==> src/design/iecq_pkg.sv <==
`default_nettype none

package iecq_pkg;

  // Queue geometry
  localparam int QueueDepth = 16;
  localparam int IdxW       = (QueueDepth > 1) ? $clog2(QueueDepth) : 1;
  localparam int CntW       = $clog2(QueueDepth + 1);

  // Result status codes
  typedef enum logic [2:0] {
    StAppend = 3'd0,
    StMerge  = 3'd1,
    StDrop   = 3'd2,
    StPop    = 3'd3,
    StEmpty  = 3'd4
  } status_e;

  // Operation and event kind codes
  localparam logic FuncPush  = 1'b0;
  localparam logic FuncPop   = 1'b1;
  localparam logic EvButton  = 1'b0;
  localparam logic EvEncoder = 1'b1;

  // Button states that take part in the double-click merge
  localparam logic [2:0] CodeClick  = 3'd3;
  localparam logic [2:0] CodeDouble = 3'd5;

  // Core entry: kind, id, code and step counters (39 bits)
  typedef struct packed {
    logic [15:0] abs_steps;
    logic [15:0] steps;
    logic [2:0]  code;
    logic [2:0]  dev_id;
    logic        ev_type;
  } core_t;

  // Payload entry: carried unchanged (32 bits)
  typedef struct packed {
    logic [15:0] speed;
    logic [15:0] position;
  } payload_t;

  // Merge decision handed back to the controller
  typedef struct packed {
    logic  hit;
    core_t entry;
  } merge_t;

  localparam int CoreW    = $bits(core_t);
  localparam int PayloadW = $bits(payload_t);

endpackage

`default_nettype wire

==> src/design/input_event_queue_coalesce.sv <==
`default_nettype none

// Input event queue with coalescing of button and encoder events.
//
// Command channel: a beat is taken at a rising edge with start_i high and
// busy_o low. func_i selects push (0) or pop (1); the event fields ride
// along. Each beat produces exactly one result beat, shown on the out_*
// ports, status_o and queue_length_o for one cycle with done_o high.
//
// A beat taken at an edge is worked in the following cycle (busy_o high)
// and its result is registered and shown in the cycle after that. A new
// beat may be taken at the edge that ends the result cycle, so a beat is
// not taken before the last one is through. This is set by the registered
// read of the entry memories followed by the write-back of the merged or
// appended entry.
//
// Reset empties the queue (head, tail and count cleared); entry memories are
// not cleared since only held entries are ever read. The receiver cannot
// stall: each result is taken in the cycle it is shown.

module input_event_queue_coalesce (
  input  wire logic        clk_i,
  input  wire logic        rst_ni,
  input  wire logic        start_i,
  output logic             busy_o,
  input  wire logic        func_i,
  input  wire logic        ev_type_i,
  input  wire logic [2:0]  dev_id_i,
  input  wire logic [2:0]  code_i,
  input  wire logic [15:0] steps_i,
  input  wire logic [15:0] abs_steps_i,
  input  wire logic signed [15:0] position_i,
  input  wire logic [15:0] speed_i,
  output logic             done_o,
  output logic [2:0]       status_o,
  output logic             out_type_o,
  output logic [2:0]       out_id_o,
  output logic [2:0]       out_code_o,
  output logic [15:0]      out_steps_o,
  output logic [15:0]      out_abs_steps_o,
  output logic signed [15:0] out_position_o,
  output logic [15:0]      out_speed_o,
  output logic [4:0]       queue_length_o
);

  typedef enum logic {
    StIdle,
    StExec
  } state_e;

  localparam int IdxW = iecq_pkg::IdxW;
  localparam int CntW = iecq_pkg::CntW;
  localparam logic [IdxW-1:0] LastIdx = IdxW'(iecq_pkg::QueueDepth - 1);
  localparam logic [CntW-1:0] FullCnt = CntW'(iecq_pkg::QueueDepth);

  state_e               state_q;
  logic [IdxW-1:0]      head_q, head_d;
  logic [IdxW-1:0]      tail_q, tail_d;
  logic [CntW-1:0]      count_q, count_d;
  logic [IdxW-1:0]      last_q;
  logic                 func_q;
  iecq_pkg::core_t      event_q;
  iecq_pkg::payload_t   evpay_q;

  logic                 accept;
  logic [IdxW-1:0]      tail_prev;
  logic [IdxW-1:0]      raddr;
  logic                 core_we;
  logic [IdxW-1:0]      core_waddr;
  iecq_pkg::core_t      core_wdata;
  logic                 pay_we;
  iecq_pkg::core_t      core_rdata;
  iecq_pkg::payload_t   pay_rdata;
  iecq_pkg::merge_t     merge;
  logic                 nonempty;
  logic                 full;
  iecq_pkg::status_e    status_d;
  iecq_pkg::core_t      res_core_d;
  iecq_pkg::payload_t   res_pay_d;

  assign accept    = start_i && !busy_o;
  assign busy_o    = (state_q == StExec);
  assign nonempty  = (count_q != '0);
  assign full      = (count_q >= FullCnt);
  assign tail_prev = (tail_q == '0) ? LastIdx : (tail_q - IdxW'(1));

  // Read the tail entry on push, the head entry on pop
  assign raddr = (func_i == iecq_pkg::FuncPop) ? head_q : tail_prev;

  iecq_ram #(
    .Width(iecq_pkg::CoreW),
    .Depth(iecq_pkg::QueueDepth)
  ) u_core_ram (
    .clk_i   (clk_i),
    .we_i    (core_we),
    .waddr_i (core_waddr),
    .wdata_i (core_wdata),
    .re_i    (accept),
    .raddr_i (raddr),
    .rdata_o (core_rdata)
  );

  iecq_ram #(
    .Width(iecq_pkg::PayloadW),
    .Depth(iecq_pkg::QueueDepth)
  ) u_pay_ram (
    .clk_i   (clk_i),
    .we_i    (pay_we),
    .waddr_i (tail_q),
    .wdata_i (evpay_q),
    .re_i    (accept),
    .raddr_i (raddr),
    .rdata_o (pay_rdata)
  );

  iecq_merge u_merge (
    .valid_i (nonempty),
    .tail_i  (core_rdata),
    .event_i (event_q),
    .merge_o (merge)
  );

  // Decide the outcome and the write-back for the item in flight
  always_comb begin
    head_d     = head_q;
    tail_d     = tail_q;
    count_d    = count_q;
    core_we    = 1'b0;
    core_waddr = tail_q;
    core_wdata = event_q;
    pay_we     = 1'b0;
    res_core_d = '0;
    res_pay_d  = '0;
    status_d   = iecq_pkg::StEmpty;
    if (state_q == StExec) begin
      if (func_q == iecq_pkg::FuncPush) begin
        if (merge.hit) begin
          status_d   = iecq_pkg::StMerge;
          core_we    = 1'b1;
          core_waddr = last_q;
          core_wdata = merge.entry;
        end else if (full) begin
          status_d = iecq_pkg::StDrop;
        end else begin
          status_d = iecq_pkg::StAppend;
          core_we  = 1'b1;
          pay_we   = 1'b1;
          tail_d   = (tail_q == LastIdx) ? '0 : (tail_q + IdxW'(1));
          count_d  = count_q + CntW'(1);
        end
      end else if (nonempty) begin
        status_d   = iecq_pkg::StPop;
        res_core_d = core_rdata;
        res_pay_d  = pay_rdata;
        head_d     = (head_q == LastIdx) ? '0 : (head_q + IdxW'(1));
        count_d    = count_q - CntW'(1);
      end
    end
  end

  // Hold the accepted beat
  always_ff @(posedge clk_i) begin
    if (accept) begin
      func_q            <= func_i;
      last_q            <= tail_prev;
      event_q.ev_type   <= ev_type_i;
      event_q.dev_id    <= dev_id_i;
      event_q.code      <= code_i;
      event_q.steps     <= steps_i;
      event_q.abs_steps <= abs_steps_i;
      evpay_q.position  <= position_i;
      evpay_q.speed     <= speed_i;
    end
  end

  // Advance state, queue pointers and the registered result
  always_ff @(posedge clk_i or negedge rst_ni) begin
    if (!rst_ni) begin
      state_q         <= StIdle;
      head_q          <= '0;
      tail_q          <= '0;
      count_q         <= '0;
      done_o          <= 1'b0;
      status_o        <= '0;
      out_type_o      <= 1'b0;
      out_id_o        <= '0;
      out_code_o      <= '0;
      out_steps_o     <= '0;
      out_abs_steps_o <= '0;
      out_position_o  <= '0;
      out_speed_o     <= '0;
      queue_length_o  <= '0;
    end else begin
      done_o <= 1'b0;
      case (state_q)
        StIdle: begin
          if (accept) begin
            state_q <= StExec;
          end
        end
        StExec: begin
          state_q         <= StIdle;
          head_q          <= head_d;
          tail_q          <= tail_d;
          count_q         <= count_d;
          done_o          <= 1'b1;
          status_o        <= status_d;
          out_type_o      <= res_core_d.ev_type;
          out_id_o        <= res_core_d.dev_id;
          out_code_o      <= res_core_d.code;
          out_steps_o     <= res_core_d.steps;
          out_abs_steps_o <= res_core_d.abs_steps;
          out_position_o  <= res_pay_d.position;
          out_speed_o     <= res_pay_d.speed;
          queue_length_o  <= 5'(count_d);
        end
        default: begin
          state_q <= StIdle;
        end
      endcase
    end
  end

  // Checks
  a_count_bound: assert property (@(posedge clk_i) disable iff (!rst_ni)
    count_q <= FullCnt)
    else $error("entry count above queue depth");

  a_accept_exec: assert property (@(posedge clk_i) disable iff (!rst_ni)
    accept |=> (busy_o && !done_o))
    else $error("accepted beat not worked in the next cycle");

  a_pop_count: assert property (@(posedge clk_i) disable iff (!rst_ni)
    (done_o && (status_o == iecq_pkg::StPop)) |-> (count_q == ($past(count_q) - CntW'(1))))
    else $error("pop did not reduce the count by one");

  a_drop_full: assert property (@(posedge clk_i) disable iff (!rst_ni)
    (done_o && (status_o == iecq_pkg::StDrop)) |-> (count_q == FullCnt))
    else $error("event dropped while queue not full");

  a_merge_nonempty: assert property (@(posedge clk_i) disable iff (!rst_ni)
    (done_o && (status_o == iecq_pkg::StMerge)) |-> (count_q != '0))
    else $error("merge reported on an empty queue");

endmodule

`default_nettype wire

==> src/design/iecq_ram.sv <==
`default_nettype none

module iecq_ram #(
  parameter int Width = 8,
  parameter int Depth = 16
) (
  input  wire logic                                   clk_i,
  input  wire logic                                   we_i,
  input  wire logic [((Depth > 1) ? $clog2(Depth) : 1)-1:0] waddr_i,
  input  wire logic [Width-1:0]                       wdata_i,
  input  wire logic                                   re_i,
  input  wire logic [((Depth > 1) ? $clog2(Depth) : 1)-1:0] raddr_i,
  output logic      [Width-1:0]                       rdata_o
);

  logic [Width-1:0] mem [Depth];

  // Write one word
  always_ff @(posedge clk_i) begin
    if (we_i) begin
      mem[waddr_i] <= wdata_i;
    end
  end

  // Registered read
  always_ff @(posedge clk_i) begin
    if (re_i) begin
      rdata_o <= mem[raddr_i];
    end
  end

endmodule

`default_nettype wire

==> src/design/iecq_merge.sv <==
`default_nettype none

module iecq_merge (
  input  wire logic           valid_i,
  input  wire iecq_pkg::core_t tail_i,
  input  wire iecq_pkg::core_t event_i,
  output iecq_pkg::merge_t    merge_o
);

  logic enc_hit;
  logic btn_hit;

  // Match encoder events on id and direction, button double-click on a tail click
  assign enc_hit = (event_i.ev_type == iecq_pkg::EvEncoder) &&
                   (tail_i.ev_type == iecq_pkg::EvEncoder) &&
                   (tail_i.code == event_i.code) && (tail_i.dev_id == event_i.dev_id);
  assign btn_hit = (event_i.ev_type == iecq_pkg::EvButton) &&
                   (tail_i.ev_type == iecq_pkg::EvButton) &&
                   (tail_i.dev_id == event_i.dev_id) &&
                   (tail_i.code == iecq_pkg::CodeClick) &&
                   (event_i.code == iecq_pkg::CodeDouble);

  // Build the updated tail entry
  always_comb begin
    merge_o.hit   = valid_i && (enc_hit || btn_hit);
    merge_o.entry = tail_i;
    if (enc_hit) begin
      merge_o.entry.steps     = tail_i.steps + 16'd1;
      merge_o.entry.abs_steps = tail_i.abs_steps + event_i.abs_steps;
    end else if (btn_hit) begin
      merge_o.entry.code = iecq_pkg::CodeDouble;
    end
  end

endmodule

`default_nettype wire

==> config.mk <==
export PLATFORM = sky130hd
export DESIGN_NAME = input_event_queue_coalesce
export DESIGN_NICKNAME = d
export VERILOG_FILES = /design/src/design/iecq_pkg.sv /design/src/design/input_event_queue_coalesce.sv /design/src/design/iecq_ram.sv /design/src/design/iecq_merge.sv
export SDC_FILE = /design/constraint.sdc
export NUM_CORES = 2
export LEC_CHECK = 0
export ABC_AREA = 0
export ABC_CLOCK_PERIOD_IN_PS = 7000
export BUFFER_PORTS_ARGS = -buffer_cell sky130_fd_sc_hd__buf_2
export CAP_MARGIN = 20
export CORE_MARGIN = 2
export CORE_UTILIZATION = 56
export CTS_CLUSTER_DIAMETER = 50
export DETAILED_ROUTE_END_ITERATION = 8
export PLACE_DENSITY_LB_ADDON = 0.3
export SYNTH_ARGS = -nofsm -noshare
export SYNTH_HDL_FRONTEND = slang
export SYNTH_SLANG_ARGS = --single-unit
==> constraint.sdc <==
create_clock -name clk_i -period 7 [get_ports clk_i]
set_input_delay 1.75 -clock clk_i [delete_from_list [all_inputs] [get_ports clk_i]]
set_output_delay 1.75 -clock clk_i [all_outputs]
set_load 0.05 [all_outputs]
After elaboration in Yosys (flattened, before gate mapping). Memories as Yosys holds them, arrays and structs flattened. A register that Yosys moved wholly into a read port is not among the register bits. Index checks and enable logic that the tools add are counted.

Register bits after elaboration: 165. Bits in latches: 0. RAM bits: 1136. Bits in read-only memories: 0. Input bits: 75. Output and inout bits: 81. Logic and storage cells: 102. Memories kept: 2.

Add/subtract/negate cells: 7. $mul: 0. Divide/modulo/power cells: 0. Order comparisons: 1. Equal/unequal tests: 9. Shift-type cells: 0. Mux-type cells: 39. Bitwise logic cells: 6. Reduce and logical (&&, ||, !) cells: 16.

Memory list: u_core_ram.mem (words 16, bits a word 39, rd ports 1, clocked after Yosys merged registers in 1, wr ports 1, line iecq_ram.sv:16) `logic [Width-1:0] mem [Depth];`; u_pay_ram.mem (words 16, bits a word 32, rd ports 1, clocked after Yosys merged registers in 1, wr ports 1, line iecq_ram.sv:16).

Operators with widths (count): $mux 39 (5); $mux 32 (3); $mux 4 (7); $mux 5 (4); $add 16x1->16 const B (1); $add 16x16->16 (1); $mux 1 (13); $mux 3 (4); $logic_and 1x1->1 (9); $add 4x1->4 const B (2); $eq 4x4->1 const B (2); $reduce_and 4->1 (2); $eq 3x3->1 (2); $not 1->1 (6); $add 5x1->5 const B (1); $ge 5x5->1 const B (1); $reduce_bool 5->1 (1); $sub 5x1->5 const B (1); $logic_not 4->1 (1); $mux 2 (2); $ne 2x2->1 const B (2); $sub 4x1->4 const B (1); $eq 3x2->1 const B (1); $eq 3x3->1 const B (1); other kinds (5) (5).

Logic depth before layout (Yosys ltp).
Word-level depth: 12. Gate-level depth with buffers: 10. Mapped depth without buffers: 8.

By module. From an unflattened synthesis, not the netlist that was laid out.

Cells, all modules: 2528. Area, all modules: 52779.4 um^2.

By module, submodules not included: iecq_ram at u_core_ram (times used 1, cells an instance 1014, area each 24576.1 um^2); iecq_ram at u_pay_ram (times used 1, cells an instance 838, area each 20174.3 um^2); input_event_queue_coalesce (times used 1, cells an instance 461, area each 6636.4 um^2); iecq_merge (times used 1, cells an instance 215, area each 1392.6 um^2).

Worst setup path before layout. No wires, ideal clock.

Path type: input to register. Start point: input start_i. End point: register state_q, in the netlist busy_o. Library setup time: 0.798 ns. Arrival time: 8.135 ns. Required time: 6.202 ns. Path slack: -1.933 ns. Stages on the path: 1. Path through: nor2b_1.

Word-level cells in the longest chain between the ends: 3.

Ends and longest elaborated chain: start, declared (line input_event_queue_coalesce.sv:24) `input wire logic start_i,`; $logic_and 1x1->1 (line input_event_queue_coalesce.sv:81) `assign accept = start_i && !busy_o;`; $mux 1 (line input_event_queue_coalesce.sv:197) `if (accept) begin`; $pmux 1 s2 (line input_event_queue_coalesce.sv:195) `case (state_q)`; end signal, assigned (line input_event_queue_coalesce.sv:198) `state_q <= StExec;`; end signal, assigned (line input_event_queue_coalesce.sv:202) `state_q <= StIdle;`; end signal, assigned (line input_event_queue_coalesce.sv:218) `state_q <= StIdle;`; end, declared (line input_event_queue_coalesce.sv:56) `state_e state_q;`.

No other way between the ends. A chain may end at the register's enable or synchronous reset.

Worst setup path after layout.
Start point: register event_q[2] (netlist name). End point: memory u_core_ram.mem[8][9] (netlist name) (enable).

Word-level cells in the longest chain between the ends: 11. Elaborated cells on any way between the ends: 15. Classes of those cells: 1 x eq/ne; 8 x mux; 6 x reduce/logical.

Ends and longest elaborated chain: start, declared (line input_event_queue_coalesce.sv:62) `iecq_pkg::core_t event_q;`; $eq 3x3->1 * (line iecq_merge.sv:16, iecq_merge.sv:19); $logic_and 1x1->1 (line iecq_merge.sv:18) `(tail_i.ev_type == iecq_pkg::EvButton) &&`; $logic_and 1x1->1 (line iecq_merge.sv:19) `(tail_i.dev_id == event_i.dev_id) &&`; $logic_and 1x1->1 (line iecq_merge.sv:20) `(tail_i.code == iecq_pkg::CodeClick) &&`; $logic_or 1x1->1 * (line iecq_merge.sv:25) `merge_o.hit = valid_i && (enc_hit || btn_hit);`; $logic_and 1x1->1 * (line iecq_merge.sv:25); $mux 1 (line input_event_queue_coalesce.sv:137) `if (merge.hit) begin`; $mux 1 (line input_event_queue_coalesce.sv:136) `if (func_q == iecq_pkg::FuncPush) begin`; $mux 1 (line input_event_queue_coalesce.sv:135) `if (state_q == StExec) begin`; $mux 1 (line iecq_ram.sv:20) `if (we_i) begin`; $mux 1 (not written as such) (line iecq_ram.sv:21) `mem[waddr_i] <= wdata_i;`; end, declared (line iecq_ram.sv:16).

Every way passes the cells marked *; elsewhere a longest branch is shown, timed or not.

==> insert_results.sql <==
INSERT INTO impl_metrics (metric_group, metric, value, unit) VALUES
('critical_path', 'cp_data_required_time', '7.39', 'ns'),
('critical_path', 'critical_path_class', 'reg2reg', ''),
('drt', 'via_per_inst', '6.29', ''),
('sta', 'final_period_minus_worst_setup_slack', '4.89', 'ns'),
('power', 'total_leakage_power', '20.3', 'nW'),
('power', 'vdd_drop_max', '443', 'uV'),
('sta', 'maxClockFrequency', '204', 'MHz'),
('critical_path', 'timing.critical_path.from', 'event_q[2]$_DFFE_PP_', ''),
('sta', 'final_hold_viol_count', '0', ''),
('hold_path', 'min_path_type', 'reg2reg', ''),
('grt', 'grt_max_degree', '118', ''),
('clock_network', 'worst_setup_hold_path_clk_slew', '0.06', 'ns'),
('clock_network', 'postCtsResizedCells', '0', ''),
('yosys', 'post_synth_inst_count', '2505', ''),
('critical_path', 'cp.arrival', '5.29', 'ns'),
('clock_network', 'worst_skew_pair.late_latency', '0.75', 'ns'),
('sta', 'finalCritPeriodShare', '0.699', ''),
('critical_path', 'setup.worst_path.end_class', 'flip-flop', ''),
('cells_and_area', 'final_design_area_no_fill', '60500', 'um^2'),
('power', 'powerDensity', '403', 'nW/um^2'),
('grt', 'grt_pass1_vias', '27006', ''),
('clock_network', 'tritoncts', 'done', ''),
('critical_path', 'r2r_start', 'event_q[2]$_DFFE_PP_', ''),
('critical_path', 'timing.rr.end', 'u_core_ram.mem[8][9]$_DFFE_PP_', ''),
('critical_path', 'worstRegToRegCells', '8', ''),
('sta', 'grt_setup_unrepaired', 'false', ''),
('floorplan', 'rows', '113', ''),
('sta', 'setup-tns-final', '0', 'ns'),
('drt', 'firstDrtPassIters', '6', ''),
('place', 'placed_area', '55800', 'um^2'),
('grt', 'use_met3', '0.0492', ''),
('floorplan', 'dieArea', '97600', 'um^2'),
('cells_and_area', 'flow.area_growth_from_synthesis', '13.6', '%'),
('cells_and_area', 'diodes', '0', ''),
('clock_network', 'root_buffer', 'sky130_fd_sc_hd__clkbuf_16', ''),
('critical_path', 'worst-path-max-fanout', '30', ''),
('sta', 'setup_violations', '0', ''),
('yosys', 'synth_nets', '2606', ''),
('drt', 'wire_per_inst', '29.0', 'um'),
('yosys', 'post_synth_num_cell_types', '63', ''),
('grt', 'gr-total-overflow', '0', ''),
('grt', 'global_route.usage.met2', '0.415', ''),
('yosys', 'synth_async_sr_flop_share', '0.0649', ''),
('yosys', 'synth.yosys.seq_area_share', '0.765', ''),
('drt', 'drt-total-wl', '120000', 'um'),
('grt', 'grt_util_all_layers', '0.249', ''),
('place', 'finalWeightedCongestion', '0.804', ''),
('yosys', 'avgSynthCellArea', '21.3', 'um^2'),
('place', 'portBuffers', '155', ''),
('yosys', 'leading_register_cell_type_out_of_synthesis', 'sky130_fd_sc_hd__edfxtp_1', ''),
('status', 'outcome', 'completed', ''),
('grt', 'grt_pass1_wl', '176000', 'um'),
('sta', 'slew_viol_final', '0', ''),
('yosys', 'synth-edff-count', '1283', ''),
('floorplan', 'initial_utilization', '0.563', ''),
('sta', 'max-slew-margin-rel', '0.232', ''),
('cells_and_area', 'drive_above_1_share', '0.267', ''),
('clock_network', 'post_cts_hold_buffer_count', '0', ''),
('drt', 'drt_iter0_markers', '2523', ''),
('power', 'total_power', '0.0244', 'W'),
('clock_network', 'postCtsSetupBuffers', '0', ''),
('yosys', 'area_of_the_mapped_netlist', '53300', 'um^2'),
('yosys', 'synth_seq_cells', '1372', ''),
('flow_run', 'maxCapViolations', '0', ''),
('drt', 'detail_route.drc_violations', '0', ''),
('critical_path', 'startpoint_type', 'flip-flop', ''),
('cells_and_area', 'numnets_final', '2850', ''),
('clock_network', 'cts.sink_count', '1372', ''),
('critical_path', 'worstSetupEndpoint', 'u_core_ram.mem[8][9]$_DFFE_PP_', ''),
('clock_network', 'cts_made_buffers', '140', ''),
('floorplan', 'die_height', '312', 'um'),
('grt', 'global_route.usage.met1', '0.338', ''),
('grt', 'antenna_violations_before_repair', '1', ''),
('floorplan', 'coreArea', '94600', 'um^2'),
('clock_network', 'cts-htree-levels', '4', ''),
('floorplan', 'floorplan.io_pins', '156', ''),
('drt', 'via_count', '25979', ''),
('floorplan', 'fp.dieW', '312', 'um'),
('clock_network', 'maximum_root_to_sink_buffer_count', '3', ''),
('sta', 'worst_slew_pin_slew', '1.15', 'ns'),
('sta', 'worst_clock_skew', '0.0246', 'ns'),
('drt', 'drtAntennaViolNets', '0', ''),
('critical_path', 'regToRegSetupSlack', '2.11', 'ns'),
('place', 'post_dp_hpwl', '61900', 'um'),
('yosys', 'yosys_warnings', '0', ''),
('grt', 'global_route.peak_usage_layer', 'met2', '');
[layer usage]
layer	vias up	part of all wire
li1	10831	-
met1	13751	0.39
met2	1187	0.50
met3	210	0.080
met4	0	0.023
met5	-	0
[power breakdown]
| group | leakage, nW | total, W | internal [W] | switching, W |
|---|---|---|---|---|
| Combinational | 5.27 | 0.00685 | 0.00310 | 0.00375 |
| Clock | 2.23 | 0.00731 | 0.00428 | 0.00303 |
| Sequential | 12.8 | 0.0102 | 0.00974 | 0.000484 |
[final cells by class]
type | instances | area, um^2
flip-flops and latches | 1372 | 40800
clock inverters | 63 | 582
repair buffers | 228 | 1530
inverters | 30 | 113
well taps | 1265 | 1580
fillers | 6161 | 34100
clock buffers | 195 | 3970
multi-input cells | 977 | 11900
[placed cells by master, fill, tap and decap left out, types with 22 or more instances in the layout]
cell | synthesis | layout
sky130_fd_sc_hd__dfrtp_1 | 89 | 89
sky130_fd_sc_hd__mux4_2 | 284 | 284
sky130_fd_sc_hd__a22o_1 | 52 | 52
sky130_fd_sc_hd__clkbuf_16 | 0 | 147
sky130_fd_sc_hd__ha_1 | 24 | 24
sky130_fd_sc_hd__buf_4 | 4 | 58
sky130_fd_sc_hd__nor2_1 | 53 | 30
sky130_fd_sc_hd__o21ai_0 | 31 | 31
sky130_fd_sc_hd__nand2_1 | 86 | 86
sky130_fd_sc_hd__nor2_4 | 0 | 23
sky130_fd_sc_hd__mux2i_1 | 222 | 221
sky130_fd_sc_hd__clkbuf_1 | 63 | 37
sky130_fd_sc_hd__o21ai_1 | 23 | 22
sky130_fd_sc_hd__inv_1 | 30 | 29
sky130_fd_sc_hd__edfxtp_1 | 1283 | 1283
sky130_fd_sc_hd__buf_2 | 19 | 156
sky130_fd_sc_hd__xnor2_1 | 24 | 24
[metrics by stage]
stage / hold WS (ns) / setup slack (ns) / std cells / utilization
detailed placement: 0.456 / 2.15 / 3863 / 0.590
finish: 0.466 / 2.11 / 4130 / 0.639
CTS: 0.471 / 2.12 / 4121 / 0.638
floorplan: 0.426 / 0.967 / 2505 / -
global route: 0.493 / 1.98 / 4130 / 0.639
global placement: 0.439 / 2.21 / 3858 / 0.589
[worst max-delay path, stage by stage (launching register included)]
cell and delay (ns):
sky130_fd_sc_hd__edfxtp_1 0.69, sky130_fd_sc_hd__xor2_1 0.24, sky130_fd_sc_hd__nor3_1 0.73, sky130_fd_sc_hd__o21a_2 0.36
sky130_fd_sc_hd__and3_1 0.19, sky130_fd_sc_hd__buf_4 0.40, sky130_fd_sc_hd__mux2i_1 0.40, sky130_fd_sc_hd__nor2_4 0.99
sky130_fd_sc_hd__buf_4 0.51
[cells in the mapped netlist, types with 5 or more instances]
cell type                  number  area share
sky130_fd_sc_hd__o21ai_1       23      0.0022
sky130_fd_sc_hd__ha_1          24      0.0056
sky130_fd_sc_hd__buf_6         27      0.0057
sky130_fd_sc_hd__mux2i_1      222       0.042
sky130_fd_sc_hd__o21ai_0       31      0.0029
sky130_fd_sc_hd__and3_1         9      0.0011
sky130_fd_sc_hd__a21o_1        14      0.0020
sky130_fd_sc_hd__a21oi_1       23      0.0022
sky130_fd_sc_hd__nor2b_1        8     0.00094
sky130_fd_sc_hd__nor2_1        53      0.0037
sky130_fd_sc_hd__nor3_1        17      0.0016
sky130_fd_sc_hd__nand3_1       13      0.0012
sky130_fd_sc_hd__nor4_1         6     0.00070
sky130_fd_sc_hd__mux4_2       284        0.12
sky130_fd_sc_hd__a22o_1        52      0.0086
sky130_fd_sc_hd__clkbuf_1      63      0.0044
sky130_fd_sc_hd__xnor2_1       24      0.0039
sky130_fd_sc_hd__o31ai_1        5     0.00070
sky130_fd_sc_hd__buf_2         19      0.0018
sky130_fd_sc_hd__nand4_1        5     0.00059
sky130_fd_sc_hd__nand2_1       86      0.0061
sky130_fd_sc_hd__a31oi_1        9      0.0011
sky130_fd_sc_hd__xor2_1        11      0.0018
sky130_fd_sc_hd__inv_1         30      0.0021
sky130_fd_sc_hd__dfrtp_1       89       0.042
sky130_fd_sc_hd__a211oi_1       6     0.00085
sky130_fd_sc_hd__edfxtp_1    1283        0.72
sky130_fd_sc_hd__buf_1         10     0.00070
[flip-flops by register name, summed over array words and instances (netlist names), 4 cells and up]
register	flops
out_steps_o	16
count_q	5
event_q	39
evpay_q	32
u_pay_ram.rdata_o	32
out_speed_o	16
u_pay_ram.mem	512
head_q	4
last_q	4
out_position_o	16
u_core_ram.mem	624
tail_q	4
out_abs_steps_o	16
u_core_ram.rdata_o	39
[kinds of logic after synthesis]
family,count (synthesis),share of synthesized area
buffers and inverters,156,0.0160
and+or+nand+nor,212,0.0184
DFF,1372,0.765
xor gates and xnor gates,35,0.00576
muxes,511,0.163
adders and majority gates,26,0.00639
AOI/OAI and AO/OA,193,0.0252
[worst min-delay path by stage]
stage	slack (ns)	startpoint	endpoint	cells after the start
4_1_cts	0.47	u_pay_ram.rdata_o[1]$_DFFE_PP_	out_position_o[1]$_DFFE_PN0P_	2
3_3_place_gp	0.44	u_pay_ram.rdata_o[0]$_DFFE_PP_	out_position_o[0]$_DFFE_PN0P_	2
3_5_place_dp	0.46	u_pay_ram.rdata_o[31]$_DFFE_PP_	out_speed_o[15]$_DFFE_PN0P_	2
5_1_grt	0.49	u_pay_ram.rdata_o[1]$_DFFE_PP_	out_position_o[1]$_DFFE_PN0P_	2
6_report	0.47	u_pay_ram.rdata_o[0]$_DFFE_PP_	out_position_o[0]$_DFFE_PN0P_	2
2_1_floorplan	0.43	u_pay_ram.rdata_o[0]$_DFFE_PP_	out_position_o[0]$_DFFE_PN0P_	2
(Power assumes the default switching activity.)
